`config.mk`:
```
export PLATFORM = sky130hd
export DESIGN_NAME = cv3_mac
export DESIGN_NICKNAME = d
export VERILOG_FILES = /design/src/cv3_pkg.sv /design/src/cv3_mac.sv
export SDC_FILE = /design/constraint.sdc
export NUM_CORES = 1
export LEC_CHECK = 0
export BUFFER_PORTS_ARGS = -buffer_cell sky130_fd_sc_hd__buf_2
export CAP_MARGIN = 0
export CORE_UTILIZATION = 35
export CTS_BUF_LIST = sky130_fd_sc_hd__clkbuf_8
export DETAILED_ROUTE_END_ITERATION = 12
export GPL_TIMING_DRIVEN = 0
export HOLD_SLACK_MARGIN = 0.1
export MAX_ROUTING_LAYER = met4
export PLACE_DENSITY = 0.59
export SYNTH_ARGS = -nofsm -noshare
export SYNTH_HDL_FRONTEND = slang
export SYNTH_SLANG_ARGS = --single-unit
```
`constraint.sdc`:
```
create_clock -name clk -period 7.6 [get_ports clk]
set_input_delay 0.38 -clock clk [delete_from_list [all_inputs] [get_ports clk]]
set_output_delay 0.38 -clock clk [all_outputs]
set_load 0.005 [all_outputs]
```
`src/cv3_pkg.sv`:
```
package cv3_pkg;

  // Fixed field widths
  localparam int PIX_W      = 8;
  localparam int POS_W      = 10;
  localparam int VAL_W      = 8;
  localparam int SIZE_REG_W = 11;
  localparam int TAPS       = 3;
  localparam int TAP_IDX_W  = $clog2(TAPS);
  localparam int MIN_SIZE   = 3;

  // Size registers after reset
  localparam logic [SIZE_REG_W-1:0] SIZE_RESET = 11'd512;

  // Configuration register indexes
  localparam int CFG_IDX_W = 3;
  localparam logic [CFG_IDX_W-1:0] REG_IMAGE_WIDTH  = 3'd0;
  localparam logic [CFG_IDX_W-1:0] REG_IMAGE_HEIGHT = 3'd1;
  localparam logic [CFG_IDX_W-1:0] REG_KROW_TOP     = 3'd2;
  localparam logic [CFG_IDX_W-1:0] REG_KROW_MID     = 3'd3;
  localparam logic [CFG_IDX_W-1:0] REG_KROW_BOTTOM  = 3'd4;

  typedef logic [PIX_W-1:0] pix_t;

  // 3x3 window, indexed [row][column]; row 0 is the upper image row
  typedef logic [TAPS-1:0][TAPS-1:0][PIX_W-1:0] window_t;

  typedef struct packed {
    logic [PIX_W-1:0] pixel;
  } in_word_t;

  typedef struct packed {
    logic [VAL_W-1:0] filtered_value;
    logic [POS_W-1:0] out_row;
    logic [POS_W-1:0] out_column;
    logic             frame_done;
  } out_word_t;

endpackage

```
`src/cv3_mac.sv`:
```
module cv3_mac #(
  parameter int COEF_BITS = 8
) (
  input  logic                                                   clk,
  input  logic                                                   rst_n,
  input  logic                                                   start,
  input  cv3_pkg::window_t                                       window,
  input  logic [cv3_pkg::TAPS-1:0][cv3_pkg::TAPS-1:0][COEF_BITS-1:0] coefs,
  output logic                                                   done,
  output logic signed [cv3_pkg::PIX_W+COEF_BITS+3:0]             sum,
  output logic signed [COEF_BITS+3:0]                            ksum
);

  localparam int SUM_W  = cv3_pkg::PIX_W + COEF_BITS + 4;
  localparam int K_W    = COEF_BITS + 4;
  localparam int PROD_W = cv3_pkg::PIX_W + 1 + COEF_BITS;
  localparam int IW     = cv3_pkg::TAP_IDX_W;
  localparam logic [IW-1:0] TAP_LAST = IW'(cv3_pkg::TAPS - 1);

  logic                     run_r, run_nxt;
  logic                     done_r, done_nxt;
  logic [IW-1:0]            tr_r, tr_nxt;
  logic [IW-1:0]            tc_r, tc_nxt;
  logic signed [SUM_W-1:0]  acc_r, acc_nxt;
  logic signed [K_W-1:0]    kacc_r, kacc_nxt;

  logic signed [COEF_BITS-1:0]  cf;
  logic signed [PROD_W-1:0]     prod;

  // One tap per cycle: coefficient times window pixel
  assign cf   = $signed(coefs[tr_r][tc_r]);
  assign prod = $signed({1'b0, window[tr_r][tc_r]}) * cf;

  always_comb begin
    run_nxt  = run_r;
    done_nxt = 1'b0;
    tr_nxt   = tr_r;
    tc_nxt   = tc_r;
    acc_nxt  = acc_r;
    kacc_nxt = kacc_r;
    if (start) begin
      run_nxt  = 1'b1;
      tr_nxt   = '0;
      tc_nxt   = '0;
      acc_nxt  = '0;
      kacc_nxt = '0;
    end else if (run_r) begin
      acc_nxt  = acc_r + SUM_W'(prod);
      kacc_nxt = kacc_r + K_W'(cf);
      if (tc_r == TAP_LAST) begin
        tc_nxt = '0;
        if (tr_r == TAP_LAST) begin
          run_nxt  = 1'b0;
          done_nxt = 1'b1;
        end else begin
          tr_nxt = tr_r + 1'b1;
        end
      end else begin
        tc_nxt = tc_r + 1'b1;
      end
    end
  end

  always_ff @(posedge clk) begin
    if (!rst_n) begin
      run_r  <= 1'b0;
      done_r <= 1'b0;
      tr_r   <= '0;
      tc_r   <= '0;
    end else begin
      run_r  <= run_nxt;
      done_r <= done_nxt;
      tr_r   <= tr_nxt;
      tc_r   <= tc_nxt;
    end
    acc_r  <= acc_nxt;
    kacc_r <= kacc_nxt;
  end

  assign done = done_r;
  assign sum  = acc_r;
  assign ksum = kacc_r;

endmodule

```
-- Yosys cells after proc, flatten, opt, wreduce, memory -nomap -nowiden
Cells that the tools add are included.
- add/sub/neg operators: 4
- mux-type cells: 14
- $lt $le $gt $ge: 2
- equal/unequal tests: 2
- $mul: 1
- bitwise gates (word level): 4
- reduce and logical (&&, ||, !) cells: 3
- operator list (operator ; number):
    24-bit binary-select mux with 2-bit select ; 2
    24-bit 2-to-1 mux ; 2
    8-bit binary-select mux with 2-bit select ; 2
    20-bit by 17-bit adder with 20-bit output ; 1
    9-bit by 8-bit multiplier with 17-bit output ; 1
    8-bit 2-to-1 mux ; 2
    12-bit by 8-bit adder with 12-bit output ; 1
    2-bit by 3-bit less-than comparator with 1-bit output, second input constant ; 2
    1-bit 2-to-1 mux ; 5
    2-bit by 1-bit adder with 2-bit output, second input constant ; 2
    2-bit == test, second input constant ; 2
    1-bit NOT ; 4
    4-bit OR reduction ; 1
    3-bit AND reduction ; 1
    2-bit 2-to-1 mux ; 1
    2-bit OR reduction ; 1
- bits of input ports: 147
- logic and storage cells: 36
- register bits after elaboration: 38
- output and inout port bits: 33

-- Depth between registers and ports, before layout
- word-level depth: 6
- gate-level depth with buffers: 25
- mapped depth without buffers: 22

-- Worst setup path after synthesis
OpenSTA, ideal clock, no wires.
- path kind: flip-flop to flip-flop
- start point: reg tr_r[1]
- end point: reg acc_r[19], in the netlist sum[19]
- path buffers: 2
- clock period less this slack: 6235 ps
- library setup time: 70 ps
- stages on the path, launching flop included: 22
- required time: 7530 ps
- data arrival time: 6165 ps
- slack: 1365 ps
- cells stage by stage: dfxtp_1 > buf_4 > buf_4 > mux4_2 > a22oi_1 > a2bb2oi_1 > inv_1 > nand2_1 > fa_1 > fa_1 > inv_1 > fa_1 > fa_1 > fa_1 > ha_1 > a21o_1 > a2bb2oi_1 > o22ai_1 > nor4_1 > xnor3_1 > or3_1 > a21oi_1
- word-level cells in the longest chain between the ends: 6
- elaborated cells between the ends (all ways): 10
- those cells by class: 1 x add/sub; 1 x mul; 8 x mux
- RTL lines (item ; line ; RTL):
    from (decl) ; cv3_mac.sv:22 ; logic [IW-1:0] tr_r, tr_nxt;
    from (signal assigned) ; cv3_mac.sv:73 ; tr_r <= tr_nxt;
    24-bit binary-select mux with 2-bit select, on equally long branches ; cv3_mac.sv:32, cv3_mac.sv:31 ;
    24-bit 2-to-1 mux, on equally long branches ; cv3_mac.sv:32, cv3_mac.sv:31 ;
    8-bit binary-select mux with 2-bit select, on equally long branches ; cv3_mac.sv:32, cv3_mac.sv:31 ;
    8-bit 2-to-1 mux, on equally long branches ; cv3_mac.sv:32, cv3_mac.sv:31 ;
    9-bit by 8-bit multiplier with 17-bit output (*) ; cv3_mac.sv:32 ; assign prod = $signed({1'b0, window[tr_r][tc_r]}) * cf;
    20-bit by 17-bit adder with 20-bit output (*) ; cv3_mac.sv:48 ; acc_nxt = acc_r + SUM_W'(prod);
    to (signal assigned) ; cv3_mac.sv:76 ; acc_r <= acc_nxt;
    to (decl) ; cv3_mac.sv:24 ; logic signed [SUM_W-1:0] acc_r, acc_nxt;
Mark *: on every way between the ends. The rest lies on a longest branch, timed or not. The select of a mux whose other input is x is not followed.
A chain may end at the register's enable or synchronous reset.

-- Worst setup path in the final report
- start point: reg tc_r[0]
- end point: reg acc_r[19], in the netlist sum[19]
- word-level cells in the longest chain between the ends: 4
- elaborated cells between the ends (all ways): 6
- those cells by class: 1 x add/sub; 1 x mul; 4 x mux
- RTL lines (item ; line ; RTL):
    from (decl) ; cv3_mac.sv:23 ; logic [IW-1:0] tc_r, tc_nxt;
    from (signal assigned) ; cv3_mac.sv:74 ; tc_r <= tc_nxt;
    8-bit binary-select mux with 2-bit select, on equally long branches ; cv3_mac.sv:32, cv3_mac.sv:31 ;
    8-bit 2-to-1 mux, on equally long branches ; cv3_mac.sv:32, cv3_mac.sv:31 ;
    9-bit by 8-bit multiplier with 17-bit output (*) ; cv3_mac.sv:32 ;
    20-bit by 17-bit adder with 20-bit output (*) ; cv3_mac.sv:48 ;
Marked as above.

==> out/metrics.yaml <==
dieWidth_microns: 132
vdd_ir_drop_max_v: 0.000224
required_ns: 7.84
startpoint: "tc_r[0]"
placed_cell_area_sq_um: 7060
finalCriticalPeriod_ns: 7.30
endpoint_kind: "flip-flop"
global_route_total_overflow: 0
groute.usage.overall: 0.228
path_common_cell: "sky130_fd_sc_hd__fa_1"
grt_max_degree: 16
finish.net_count: 1117
post_synth_num_cell_types: 59
floorplan.initialDensity: 0.356
crit_path_max_fanout: 10
place.gp.congestion: 0.876
setup_slack_ns: 0.298
clock_tree.buffer_depth: 2
tritoncts_num_sinks: 38
hold_path_depth: 3
asyncSetResetFlopFracSynth: 0
cp.arrival_ns: 7.54
critPathTopFamily: "adder cells"
path_cells: "buf_6 > clkbuf_1 > mux4_2 > a22oi_1 > a2bb2oi_1 > nand2_1 > fa_1 > fa_1 > inv_1 > fa_1 > fa_1 > fa_1 > ha_1 > a21o_1 > a2bb2oi_1 > o22ai_1 > nor4_1 > xnor3_1 > or3_1 > a21oi_1"
synthFlopType: "sky130_fd_sc_hd__dfxtp_1"
reg2regPathDepth: 20
timing.clock.skew_ns: 0.00498
finish.cell_count_without_fillers: 1068
mappedNetlistNets: 932
drtAntennaViolNets: 0
cts_tree: "done"
min-delay-start: "rst_n"
avgRoutedWirePerCell_microns: 17.4
drt_first_iter_violations: 233
post_synth_inst_count: 661
slew_viol_final: 0
slew_headroom: 0.298
yosys_register_bits: 38
detailedPlace.worstSlack_ns: 0.170
numPortBuffers: 178
dpl.cell_count: 1059
via_count_of_the_first_global_routing_pass: 5482
cts_htree_levels: 2
ios: 180
antenna_violations_before_repair: 1
clockRootBuffer: "sky130_fd_sc_hd__clkbuf_8"
layout_worst_path_cycle_share: 0.961
post-dp-hpwl_mm: 15.6
synth_enable_flop_cells: 0
final.setup.tns_ns: 0
number_of_buffers_and_inverters_on_the_critical_path: 3
via_per_inst: 5.06
power_dens_cells_nw_per_um2: 296
outcome: "complete, no violations"
hold_fails_final_rpt: 0
critical_path.startpoint_type: "flip-flop"
detailroute.via_count: 5404
yosys_warnings: 0
p_leak_nw: 3.54
placementRows: 47
worst_r2r_endpoint: "sum[19]"
detail_route.first_pass.iterations: 5
timing.hold.worst_endpoint: "run_r"
rsz0062_at_grt: "false"
dieArea_sq_um: 17400
cts.reportedPaths.clkPinSlew_ns: 0.09
stdcell_area_sq_um: 7210
r2r_start: "tc_r[0]"
ff2ff_setup_slack_ns: 0.30
slowest_delay_ns: 0.68
coreArea_sq_um: 16500
drt_drc_violations_left: 0
cpMaxStageDelayCell: "sky130_fd_sc_hd__a2bb2oi_1"
die_h_microns: 132
ys_seq_area_frac: 0.129
max_freq_mhz: 137
syn_avg_cell_area_sq_um: 8.91
worst_pin_slew_ns: 1.05
area_delta_synth_final_pct: 22.4
final_routed_wirelength_mm: 18.6
post_synth_instance_area_sq_um: 5890
cts-buffers-inserted: 5
drive_above_1_share: 0.288
worstSkewPairLatency_ns: 0.31
criticalPathCategory: "reg -> reg"
grt_first_pass_wirelength_mm: 29.6
timing.max_cap.violations: 0
finish_stage_setup_viols: 0
hold_path.class: "in -> reg"
## per-stage QoR
step | util | hold WS (ns) | power, mW
floorplan | - | 0.474 | 1.55
global placement | 0.427 | 0.480 | 1.94
detailed placement | 0.427 | 0.482 | 1.95
CTS | 0.434 | 0.305 | 2.16
global route | 0.436 | 0.344 | 2.42
finish | 0.436 | 0.324 | 2.14
## cells in the final DEF, fill, tap and decap left out, types with 6 or more instances in the layout
cell type                     n
sky130_fd_sc_hd__a211oi_1     9
sky130_fd_sc_hd__a21oi_1     30
sky130_fd_sc_hd__a22oi_1     16
sky130_fd_sc_hd__a2bb2oi_2    7
sky130_fd_sc_hd__buf_2      182
sky130_fd_sc_hd__clkbuf_1    16
sky130_fd_sc_hd__dfxtp_1     38
sky130_fd_sc_hd__fa_1        52
sky130_fd_sc_hd__ha_1        72
sky130_fd_sc_hd__inv_1       79
sky130_fd_sc_hd__mux2_2      16
sky130_fd_sc_hd__mux2i_1     33
sky130_fd_sc_hd__mux4_2      15
sky130_fd_sc_hd__nand2_1     37
sky130_fd_sc_hd__nand2b_1    13
sky130_fd_sc_hd__nor2_1      81
sky130_fd_sc_hd__nor2b_1     14
sky130_fd_sc_hd__nor3_1       8
sky130_fd_sc_hd__o21ai_0     23
sky130_fd_sc_hd__o22ai_1      6
sky130_fd_sc_hd__xnor2_1     13
sky130_fd_sc_hd__xor2_1       7
## power breakdown
group,leakage (nW),switching (mW),internal (mW)
combinational,3.17,0.939,0.743
sequential,0.312,0.0314,0.238
clock,0.0504,0.0875,0.0978
total,3.54,1.06,1.08
## state kept, by name (all words and copies together), names as in the netlist
signal	cells
done	1
ksum	12
run_r	1
sum	20
tc_r	2
tr_r	2
## cell type report
type                       instances  area (sq um)
antenna                            1          2.50
buffer                            27           136
clock buffer                       5          68.8
clock inverter                     3          45.0
fill                            1691          9320
inverter                          81           309
multi-input combinational        515          4720
sequential                        38           761
tap                              220           275
timing repair buffer             178           891
## cells in the mapped netlist (all sizes together), types with 3 or more instances
| master | number | area [sq um] |
|---|---|---|
| nor2 | 82 | 315 |
| inv | 80 | 305 |
| ha | 72 | 901 |
| fa | 52 | 1040 |
| dfxtp | 38 | 761 |
| nand2 | 37 | 139 |
| mux2i | 33 | 330 |
| a21oi | 31 | 159 |
| o21ai | 24 | 120 |
| a22oi | 16 | 120 |
| clkbuf | 16 | 60.1 |
| mux2 | 16 | 180 |
| mux4 | 15 | 338 |
| nand2b | 14 | 95.1 |
| nor2b | 14 | 87.6 |
| xnor2 | 13 | 114 |
| a2bb2oi | 11 | 109 |
| buf | 11 | 76.3 |
| a211oi | 9 | 67.6 |
| nor3 | 8 | 40.0 |
| o22ai | 8 | 56.3 |
| xor2 | 7 | 61.3 |
| a21o | 5 | 37.5 |
| o21a | 5 | 37.5 |
| and2 | 4 | 25.0 |
| nor4 | 4 | 25.0 |
| a31oi | 3 | 18.8 |
| nand3 | 3 | 15.0 |
| nand4 | 3 | 18.8 |
| o21bai | 3 | 22.5 |
| or3 | 3 | 18.8 |
## tightest hold or removal path, cell delays in order
cell                     delay [ns]
sky130_fd_sc_hd__buf_2         0.11
sky130_fd_sc_hd__inv_1         0.06
sky130_fd_sc_hd__nor2_1        0.04
## metal layers
metal | GRT usage | wire [microns] | up-vias
met5 | - | 0 | -
met4 | 0.0556 | 323 | 0
met3 | 0.0390 | 950 | 19
met2 | 0.387 | 9090 | 167
met1 | 0.279 | 8200 | 2560
li1 | - | - | 2658
## worst max-delay path by stage
stage          endpoint  slack [ns]  cells past startpoint
2_1_floorplan   sum[19]        1.36                     21
3_3_place_gp    sum[19]        0.14                     21
3_5_place_dp    sum[19]        0.17                     21
4_1_cts         sum[19]        0.15                     21
5_1_grt         sum[19]        0.01                     20
6_report        sum[19]        0.30                     20
## what timing repair did
action	CTS	global route
hold buffers	0	0
endpoints found under the setup margin	0	1
gates resized for setup	0	6
buffers inserted	0	0
## kinds of logic (layout without fill, tap and decap cells)
kind of cell | after synthesis | count (layout) | share of synthesized area
adders and majority gates | 124 | 124 | 0.330
muxes | 64 | 64 | 0.144
and+or+nand+nor | 180 | 180 | 0.142
xor gates and xnor gates | 21 | 21 | 0.0336
other | 0 | 1 | 0
AOI/OAI and AO/OA | 126 | 126 | 0.146
buffers and inverters | 108 | 294 | 0.0756
DFF | 38 | 38 | 0.129
Power figures use the tool's default switching activity.
