--- src/cv3_pkg.sv ---
package cv3_pkg;

  // Fixed field widths
  localparam int PIX_W      = 8;
  localparam int POS_W      = 10;
  localparam int VAL_W      = 8;
  localparam int SIZE_REG_W = 11;
  localparam int TAPS       = 3;
  localparam int TAP_IDX_W  = $clog2(TAPS);
  localparam int MIN_SIZE   = 3;

  // Size registers after reset
  localparam logic [SIZE_REG_W-1:0] SIZE_RESET = 11'd512;

  // Configuration register indexes
  localparam int CFG_IDX_W = 3;
  localparam logic [CFG_IDX_W-1:0] REG_IMAGE_WIDTH  = 3'd0;
  localparam logic [CFG_IDX_W-1:0] REG_IMAGE_HEIGHT = 3'd1;
  localparam logic [CFG_IDX_W-1:0] REG_KROW_TOP     = 3'd2;
  localparam logic [CFG_IDX_W-1:0] REG_KROW_MID     = 3'd3;
  localparam logic [CFG_IDX_W-1:0] REG_KROW_BOTTOM  = 3'd4;

  typedef logic [PIX_W-1:0] pix_t;

  // 3x3 window, indexed [row][column]; row 0 is the upper image row
  typedef logic [TAPS-1:0][TAPS-1:0][PIX_W-1:0] window_t;

  typedef struct packed {
    logic [PIX_W-1:0] pixel;
  } in_word_t;

  typedef struct packed {
    logic [VAL_W-1:0] filtered_value;
    logic [POS_W-1:0] out_row;
    logic [POS_W-1:0] out_column;
    logic             frame_done;
  } out_word_t;

endpackage

--- src/cv3_div.sv ---
module cv3_div #(
  parameter int COEF_BITS = 8
) (
  input  logic                                       clk,
  input  logic                                       rst_n,
  input  logic                                       start,
  input  logic signed [cv3_pkg::PIX_W+COEF_BITS+3:0] dividend,
  input  logic signed [COEF_BITS+3:0]                divisor,
  output logic                                       done,
  output logic [cv3_pkg::VAL_W-1:0]                  quotient
);

  localparam int SUM_W = cv3_pkg::PIX_W + COEF_BITS + 4;
  localparam int K_W   = COEF_BITS + 4;
  localparam int CNT_W = $clog2(SUM_W + 1);

  logic               run_r, run_nxt;
  logic               done_r, done_nxt;
  logic [CNT_W-1:0]   cnt_r, cnt_nxt;
  logic [K_W-1:0]     rem_r, rem_nxt;
  logic [K_W-1:0]     dvs_r, dvs_nxt;
  logic [SUM_W-1:0]   quo_r, quo_nxt;
  logic               neg_r, neg_nxt;

  logic [SUM_W-1:0]   dvd_mag;
  logic [K_W-1:0]     dvs_mag;
  logic               dvs_zero;
  logic [K_W-1:0]     rem_sh;
  logic               fits;
  logic [SUM_W-1:0]   quo_neg;

  assign dvd_mag  = dividend[SUM_W-1] ? SUM_W'(-dividend) : SUM_W'(dividend);
  assign dvs_mag  = divisor[K_W-1] ? K_W'(-divisor) : K_W'(divisor);
  assign dvs_zero = (divisor == '0);

  // Restoring step: one quotient bit per cycle
  assign rem_sh = {rem_r[K_W-2:0], quo_r[SUM_W-1]};
  assign fits   = (rem_sh >= dvs_r);

  always_comb begin
    run_nxt  = run_r;
    done_nxt = 1'b0;
    cnt_nxt  = cnt_r;
    rem_nxt  = rem_r;
    dvs_nxt  = dvs_r;
    quo_nxt  = quo_r;
    neg_nxt  = neg_r;
    if (start) begin
      run_nxt = 1'b1;
      rem_nxt = '0;
      dvs_nxt = dvs_mag;
      // zero coefficient sum: the raw sum passes through
      if (dvs_zero) begin
        cnt_nxt = '0;
        quo_nxt = SUM_W'(dividend);
        neg_nxt = 1'b0;
      end else begin
        cnt_nxt = CNT_W'(SUM_W);
        quo_nxt = dvd_mag;
        neg_nxt = dividend[SUM_W-1] ^ divisor[K_W-1];
      end
    end else if (run_r) begin
      if (cnt_r == '0) begin
        run_nxt  = 1'b0;
        done_nxt = 1'b1;
      end else begin
        rem_nxt = fits ? (rem_sh - dvs_r) : rem_sh;
        quo_nxt = {quo_r[SUM_W-2:0], fits};
        cnt_nxt = cnt_r - 1'b1;
      end
    end
  end

  always_ff @(posedge clk) begin
    if (!rst_n) begin
      run_r  <= 1'b0;
      done_r <= 1'b0;
      cnt_r  <= '0;
    end else begin
      run_r  <= run_nxt;
      done_r <= done_nxt;
      cnt_r  <= cnt_nxt;
    end
    rem_r <= rem_nxt;
    dvs_r <= dvs_nxt;
    quo_r <= quo_nxt;
    neg_r <= neg_nxt;
  end

  // Truncation toward zero: negate the magnitude quotient when signs differ
  assign quo_neg  = -quo_r;
  assign quotient = neg_r ? quo_neg[cv3_pkg::VAL_W-1:0] : quo_r[cv3_pkg::VAL_W-1:0];
  assign done     = done_r;

endmodule

--- config.mk ---
export PLATFORM = sky130hd
export DESIGN_NAME = cv3_div
export DESIGN_NICKNAME = d
export VERILOG_FILES = /design/src/cv3_pkg.sv /design/src/cv3_div.sv
export SDC_FILE = /design/constraint.sdc
export NUM_CORES = 1
export LEC_CHECK = 0
export ABC_CLOCK_PERIOD_IN_PS = 2950
export CORE_ASPECT_RATIO = 1.2
export CORE_MARGIN = 10
export CORE_UTILIZATION = 30
export CTS_BUF_LIST = sky130_fd_sc_hd__clkbuf_16
export CTS_CLUSTER_DIAMETER = 120
export CTS_CLUSTER_SIZE = 12
export DETAILED_ROUTE_END_ITERATION = 16
export DONT_BUFFER_PORTS = 1
export SYNTH_ARGS = -nofsm -noshare
export SYNTH_HDL_FRONTEND = slang
export SYNTH_SLANG_ARGS = --single-unit
--- constraint.sdc ---
create_clock -name clk -period 2.95 [get_ports clk]
set_input_delay 0.59 -clock clk [delete_from_list [all_inputs] [get_ports clk]]
set_output_delay 0.59 -clock clk [all_outputs]
set_load 0.01 [all_outputs]
After elaboration in Yosys (flattened, before gate mapping)
Cells that the tools add are included.
Operators by class
  add/sub/neg operators: 5
  multipliers: 0
  div/mod/pow operators: 0
  magnitude comparators: 1
  equal/unequal tests: 1
  shift operators: 0
  mux-type cells: 16
  bitwise logic cells: 4
  reductions and logical operators: 6
Operators by type and width (number)
  $mux 20: 5
  $mux 11: 2
  $mux 5: 4
  $neg 20->20: 1
  $ge 12x12->1: 1
  $logic_not 12->1: 1
  $neg 12->12: 1
  $sub 11x11->11: 1
  $mux 8: 1
  $neg 8->8: 1
  $logic_not 5->1: 1
  $sub 5x1->5 const B: 1
  $mux 1: 4
  $reduce_and 2->1: 2
  $not 1->1: 3
  $reduce_or 3->1: 1
  $ne 2x2->1 const B: 1
  $reduce_bool 2->1: 1
  $xor 1x1->1: 1
Word-level totals
  bits in registers: 51
  bits in latches: 0
  RAM bits: 0
  bits in read-only memories: 0
  input bits: 35
  output and inout bits: 9
  word-level logic and storage cells: 41
  memories: 0

Longest topological paths before layout
Gate-level depths: netlist of the first run.
  depth in word-level cells: 4
  gate-level depth with buffers: 11
  gate-level depth less buffers: 9

Worst setup path before layout of the first run
OpenSTA, ideal clock, no wires.
  path kind: reg2reg
  start point: register dvs_r[0]
  end point: register rem_r[1]
  library setup time: 0.120 ns
  data arrival time: 2.147 ns
  required time: 2.830 ns
  setup slack: 0.683 ns
  stages on the path, launching flop included: 11
  path buffers: 2
  clock period less this slack: 2.267 ns
  path through: edfxtp_1 -> ha_1 -> fa_1 -> nand2b_1 -> a21o_1 -> a21oi_1 -> o32a_1 -> buf_2 -> buf_6 -> nor4_1 -> a211o_1
Between the ends
  word-level cells in the longest chain between the ends: 2
  elaborated cells on any way between the ends: 3
  classes of those cells: add/sub: 1; order compare: 1; mux: 1
Ends and longest elaborated chain
  start: declaration: line cv3_div.sv:21  | logic [K_W-1:0] dvs_r, dvs_nxt;
  start signal: assignment: line cv3_div.sv:85  | dvs_r <= dvs_nxt;
  $sub 11x11->11 / $ge 12x12->1 (equally long branches): line cv3_div.sv:67, cv3_div.sv:38
  $mux 11 (*): line cv3_div.sv:67  | rem_nxt = fits ? (rem_sh - dvs_r) : rem_sh;
  end signal: assignment: line cv3_div.sv:84  | rem_r <= rem_nxt;
  end: declaration: line cv3_div.sv:20  | logic [K_W-1:0] rem_r, rem_nxt;
Every way passes the cells marked *; elsewhere a longest branch is shown, timed or not.
A chain may end at the register's enable or synchronous reset.

Worst setup path after layout of the first run
  start point: register dvs_r[0]
  end point: register rem_r[4]
The elaborated chain is that of the path after synthesis.

==> results.json, run 1 <==
{
  "run_status": "finished, final reports clean",
  "synth_edf_count": 33,
  "clock_tree.buffer_depth": 2,
  "path_clk_slew_ns": 0.07,
  "grt_start_max_net_pins": 73,
  "layout_commonest_cell": "nor2_1",
  "yosys_warnings": 0,
  "cts_htree_levels": 2,
  "dominantRegCellSynth": "edfxtp_1",
  "grt_overflow_total": 0,
  "placeableCoreArea_mm2": 0.01109,
  "cts.root.buffer_cell": "clkbuf_16",
  "critical_path.startpoint": "dvs_r[0]$_DFFE_PP_",
  "crit_path_top_delay_cell": "fa_1",
  "first_global_vias": 2526,
  "synth-seq-area-share_pct": 39.49,
  "avgSynthCellArea_um2": 9.101,
  "cp_data_arrival_time_ns": 2.58,
  "placementRows": 42,
  "synthDistinctLibCells": 54,
  "tritoncts": "built",
  "worst_path_largest_cell_delay_ns": 0.41,
  "maxUsedRoutingLayer": "met4",
  "route.final.wire_length_um": 7543,
  "report.final.hold_viol_count": 0,
  "grt_antenna_before_repair": 0,
  "synth.largest_area_cell": "edfxtp_1",
  "drt-pass1-iter-count": 4,
  "cts_hold_buffers": 0,
  "drt-initial-drc-count": 144,
  "cts_made_buffers": 5,
  "dpl_cell_area_mm2": 0.003565,
  "tightestPinTransition_ns": 0.7024,
  "nNetsFinal": 425,
  "grt_usage_pct": 9.369,
  "layout_min_cycle_time_ns": 2.405,
  "die_height_um": 137.0,
  "syn-cell-area_mm2": 0.003422,
  "drv.max_cap_violation_count": 0,
  "grt_first_pass_wirelength_um": 12410,
  "slew_headroom_pct": 53.08,
  "min-delay-start": "start",
  "crit_path_max_fanout": 9,
  "route.detailed.wl_per_inst_um": 14.31,
  "detail_route.drc_violations": 0,
  "post-route-period-util_pct": 81.54,
  "layout.cell_area.non_filler_mm2": 0.003709,
  "reg2reg_depth": 9,
  "die-area_mm2": 0.01610,
  "grt_setup_unrepaired": "no",
  "tns_ns": 0,
  "ir_drop_mv": 0.2841,
  "asyncSetResetFlopFracSynth_pct": 0,
  "required_ns": 3.12,
  "met3_wire_len_um": 351,
  "crit-reg2reg-launch": "dvs_r[0]$_DFFE_PP_",
  "whs_path_depth": 1,
  "crit_chain": "ha_1, fa_1, nand2b_1, a21o_1, a21oi_1, o32a_1, buf_4, mux2i_1, a211oi_1",
  "routed-wl-met2_um": 3958,
  "max_freq_mhz": 415.7,
  "postSynthRegisterBits": 51,
  "antenna_cells_inserted": 0,
  "via_per_inst": 4.922,
  "vias": 2594,
  "clkSinkCount": 51,
  "worst-setup-path-type": "reg -> reg",
  "routabilityCongestion": 0.8167,
  "slew_viol_final": 0,
  "power_density_mw_per_mm2": 517.6,
  "worst_skew_pair.late_latency_ns": 0.30,
  "hpwlAfterDp_um": 5750,
  "clock_skew_ns": 0.005144,
  "static-leakage-power_nw": 1.375,
  "netlist.area_leader.share_pct": 28.96,
  "timing.hold.ws_ns": 0.3722,
  "worst_hold_path_type": "in -> reg",
  "ant_nets": 0,
  "layout.cells.most_common_list": "54 x nor2_1, 34 x a21oi_1, 33 x edfxtp_1, 32 x xnor2_1, 29 x inv_1",
  "syn2layout_area_growth_pct": 8.373,
  "setup_viol": 0,
  "synthCells": 376,
  "io-pin-count": 44,
  "num-fill-cells": 1146,
  "die-width_um": 117.5,
  "post-cts-setup-buffers": 0,
  "initial_utilization_pct": 30.86,
  "route.layer.met1.wl_um": 2982,
  "synthesis.nets": 429,
  "timing.critical_path.from_type": "flop",
  "placement.io_buffers": 0,
  "synth_top_cells_by_area": "edfxtp_1 29%, dfxtp_1 11%, xnor2_1 8.2%, ha_1 6.2%, nor2_1 5.9%",
  "post_cts_resize_count": 0,
  "critical_path.endpoint_type": "flop",
  "final_layout_size_suffix_gt1_share_pct": 5.094
}
==> layout make-up <==
cell class / instances / area [um2] / share of cell area [%]
multi-input cells: 281 / 1882 / 50.74
clock buffers: 5 / 125.1 / 3.374
repair buffers: 4 / 30.03 / 0.8097
clock inverters: 3 / 18.77 / 0.5061
well taps: 154 / 192.7 / 5.196
flip-flops and latches: 51 / 1351 / 36.44
inverters: 29 / 108.9 / 2.935
==> per-stage QoR <==
step | std cells | setup slack (ns) | utilization, % | total power [W]
floorplan | 376 | 0.6830 | - | 0.001289
global placement | 519 | 0.4784 | 32.15 | 0.001353
detailed placement | 519 | 0.4259 | 32.15 | 0.001366
CTS | 527 | 0.5357 | 33.45 | 0.001948
global route | 527 | 0.3987 | 33.45 | 0.002036
finish | 527 | 0.5446 | 33.45 | 0.001919
==> registers in the layout, summed over array words and instances, names as in the netlist <==
signal,flops
done,1
run_r,1
dvs_r,12
quo_r,20
neg_r,1
cnt_r,5
rem_r,11
==> worst paths after layout <==
kind / slack (ns) / endpoint
worst max-delay path: 0.54 / rem_r[4]$_SDFFE_PP0P_
worst min-delay path: 0.37 / rem_r[4]$_SDFFE_PP0P_
worst min register to register: 0.49 / rem_r[9]$_SDFFE_PP0P_
worst max register to register: 0.54 / rem_r[4]$_SDFFE_PP0P_
==> kinds of logic (layout without fill, tap and decap cells) <==
group                    count (synthesis)  in the layout  share of synthesized area, %
AND/OR/NAND/NOR                        128            128                         19.23
AO/OA/AOI/OAI                           86             86                         16.12
flip-flops                              51             51                         39.49
buffers and inverters                   44             41                         5.521
XOR/XNOR                                41             41                         10.49
adder cells (fa/ha/maj)                 18             18                         6.801
multiplexers                             8              8                         2.340
==> Yosys cell counts (3+ instances only) <==
cell type  number
a211oi_1        6
nand3b_1        3
o31ai_1         6
clkbuf_1       10
o21ai_0        16
dfxtp_1        18
nor4_1          7
inv_1          29
xnor2_1        32
a21oi_1        34
or3_1           6
nor2b_1         3
xor2_1          9
a31oi_1         3
nor3_1          6
edfxtp_1       33
o21a_1          3
nor2_1         54
ha_1           17
nand2_1        19
nand3_1         3
nand2b_1        9
mux2i_1         8
==> worst max-delay path: cells and delay by family (launching register included) <==
kind	cells	cell delay, ns
adders and majority gates	2	0.65
buffers and inverters	1	0.19
DFF	1	0.39
and+or+nand+nor	1	0.18
AOI/OAI and AO/OA	4	0.64
muxes	1	0.24
==> power breakdown <==
part	leakage (nW)	total, W	switching, W	internal (W)
sequential	0.470	0.000893	0.0000461	0.000847
combinational	0.833	0.000454	0.000247	0.000207
clock	0.0718	0.000573	0.000259	0.000314
total	1.37	0.00192	0.000552	0.00137
==> metal layers <==
| layer | global-route usage [%] | vias up |
|---|---|---|
| li1 | - | 1327 |
| met1 | 9.616 | 1207 |
| met2 | 16.99 | 48 |
| met3 | 2.638 | 12 |
| met4 | 5.227 | 0 |
| met5 | 0 | - |
Power figures use the tool's default switching activity.
==> run 2: changes to the inputs <==
--- a/config.mk
+++ b/config.mk
@@ -5,7 +5,7 @@
 export SDC_FILE = /design/constraint.sdc
 export NUM_CORES = 1
 export LEC_CHECK = 0
-export ABC_CLOCK_PERIOD_IN_PS = 2950
+export ABC_CLOCK_PERIOD_IN_PS = 2340
 export CORE_ASPECT_RATIO = 1.2
 export CORE_MARGIN = 10
 export CORE_UTILIZATION = 30
==> constraint.sdc (replaced) <==
create_clock -name clk -period 2.34 [get_ports clk]
set_input_delay 0.468 -clock clk [delete_from_list [all_inputs] [get_ports clk]]
set_output_delay 0.468 -clock clk [all_outputs]
set_load 0.01 [all_outputs]
==> results.json, run 2 (synthesis results as in run 1) <==
{
  "setup_viol": 0,
  "grt_start_max_net_pins": 73,
  "worst_hold_path_type": "in -> reg",
  "cts_made_buffers": 5,
  "clkSinkCount": 51,
  "tritoncts": "built",
  "clock_tree.buffer_depth": 2,
  "biggest_register": "quo_r",
  "cts.root.buffer_cell": "clkbuf_16",
  "ant_nets": 0,
  "placement.io_buffers": 0,
  "cp_data_arrival_time_ns": 2.45,
  "placeableCoreArea_mm2": 0.01109,
  "detail_route.drc_violations": 0,
  "grt_overflow_total": 0,
  "slew_headroom_pct": 53.25,
  "layout.cells.most_common_list": "54 x nor2_1, 33 x edfxtp_1, 32 x xnor2_1, 31 x a21oi_1, 28 x inv_1",
  "die-area_mm2": 0.01610,
  "worst-setup-path-type": "reg -> reg",
  "final_layout_size_suffix_gt1_share_pct": 10.44,
  "io-pin-count": 44,
  "grt_antenna_before_repair": 0,
  "nNetsFinal": 435,
  "grt_first_pass_wirelength_um": 12690,
  "worst_path_largest_cell_delay_ns": 0.41,
  "route.final.wire_length_um": 8043,
  "tightestPinTransition_ns": 0.6998,
  "largest_registers": "quo_r x20, dvs_r x12, rem_r x11",
  "ir_drop_mv": 0.3962,
  "path_clk_slew_ns": 0.07,
  "tns_ns": 0,
  "layout_commonest_cell": "nor2_1",
  "static-leakage-power_nw": 1.457,
  "layout_min_cycle_time_ns": 2.268,
  "crit_path_top_delay_cell": "o32a_4",
  "die-width_um": 117.5,
  "report.final.hold_viol_count": 0,
  "syn2layout_area_growth_pct": 14.41,
  "worst_skew_pair.late_latency_ns": 0.29,
  "via_per_inst": 5.045,
  "grt_usage_pct": 9.471,
  "post-route-period-util_pct": 96.92,
  "drt-initial-drc-count": 128,
  "crit_chain": "inv_1, ha_4, a21oi_2, o21ai_2, and4_1, o32a_4, clkbuf_16, or3_1, o211a_1",
  "power_density_mw_per_mm2": 670.5,
  "required_ns": 2.53,
  "worst_path_top_cell_family_by_delay": "compound AO/OA/AOI/OAI gates",
  "drt-pass1-iter-count": 4,
  "max_freq_mhz": 440.9,
  "drv.max_cap_violation_count": 0,
  "initial_utilization_pct": 30.86,
  "largest_register_ffs": 20,
  "first_global_vias": 2604,
  "clock_skew_ns": 0.002946,
  "crit_path_max_fanout": 6,
  "slew_viol_final": 0,
  "run_status": "finished, final reports clean",
  "antenna_cells_inserted": 0,
  "route.detailed.wl_per_inst_um": 14.98,
  "vias": 2709,
  "critical_path.endpoint_type": "flop",
  "routabilityCongestion": 0.8057,
  "hpwlAfterDp_um": 5868,
  "die_height_um": 137.0,
  "post-cts-setup-buffers": 0,
  "timing.hold.ws_ns": 0.2628,
  "timing.critical_path.from_type": "flop",
  "placementRows": 42,
  "critical_path_buf_inv_count": 2,
  "cts_htree_levels": 2
}
[run 2: area by class of cell]
type	instances	area, um2
Timing Repair Buffer	14	151.4
Inverter	29	108.9
Clock buffer	5	125.1
Tap cell	154	192.7
Fill cell	1118	7173
Clock inverter	3	38.79
Multi-Input combinational cell	281	1947
Sequential cell	51	1351
[run 2: through the flow]
| stage | util (%) | instance area (um2) | instances | setup slack [ns] | total power [W] |
|---|---|---|---|---|---|
| 3_3_place_gp | 32.98 | 3657 | 528 | 0.01270 | 0.001751 |
| 6_report | 35.31 | 3915 | 537 | 0.07205 | 0.002625 |
| 2_1_floorplan | - | 3422 | 376 | 0.07303 | 0.001625 |
| 4_1_cts | 34.46 | 3821 | 536 | 0.007404 | 0.002595 |
| 5_1_grt | 35.31 | 3915 | 537 | -0.01647 | 0.002765 |
| 3_5_place_dp | 32.98 | 3657 | 528 | 0.001150 | 0.001769 |
[run 2: final timing paths]
kind                         startpoint               endpoint  slack, ns  cells after the start
setup / recovery     dvs_r[7]$_DFFE_PP_  rem_r[5]$_SDFFE_PP0P_       0.07                      9
hold reg to reg   rem_r[9]$_SDFFE_PP0P_  rem_r[9]$_SDFFE_PP0P_       0.50                      2
setup reg to reg     dvs_r[7]$_DFFE_PP_  rem_r[5]$_SDFFE_PP0P_       0.07                      9
hold / removal                    start  rem_r[4]$_SDFFE_PP0P_       0.26                      1
[run 2: timing repair]
action | in CTS | in global routing
hold buffers | 0 | 0
endpoints found under the hold margin | 0 | 0
setup endpoints to repair | 0 | 11
gates resized for setup | 0 | 15
[run 2: metal layers]
metal | vias to the layer above | routed length, um | track usage, %
met1 | 1286 | 3277 | 10.13
met5 | - | 0 | 0
met3 | 13 | 358 | 2.308
met4 | 0 | 273 | 5.158
li1 | 1348 | - | -
met2 | 62 | 4133 | 16.99
[run 2: power breakdown]
| group | leakage (nW) | internal (W) | switching [W] |
|---|---|---|---|
| Sequential | 0.470 | 0.00107 | 0.0000559 |
| Combinational | 0.905 | 0.000326 | 0.000353 |
| Clock | 0.0812 | 0.000499 | 0.000323 |
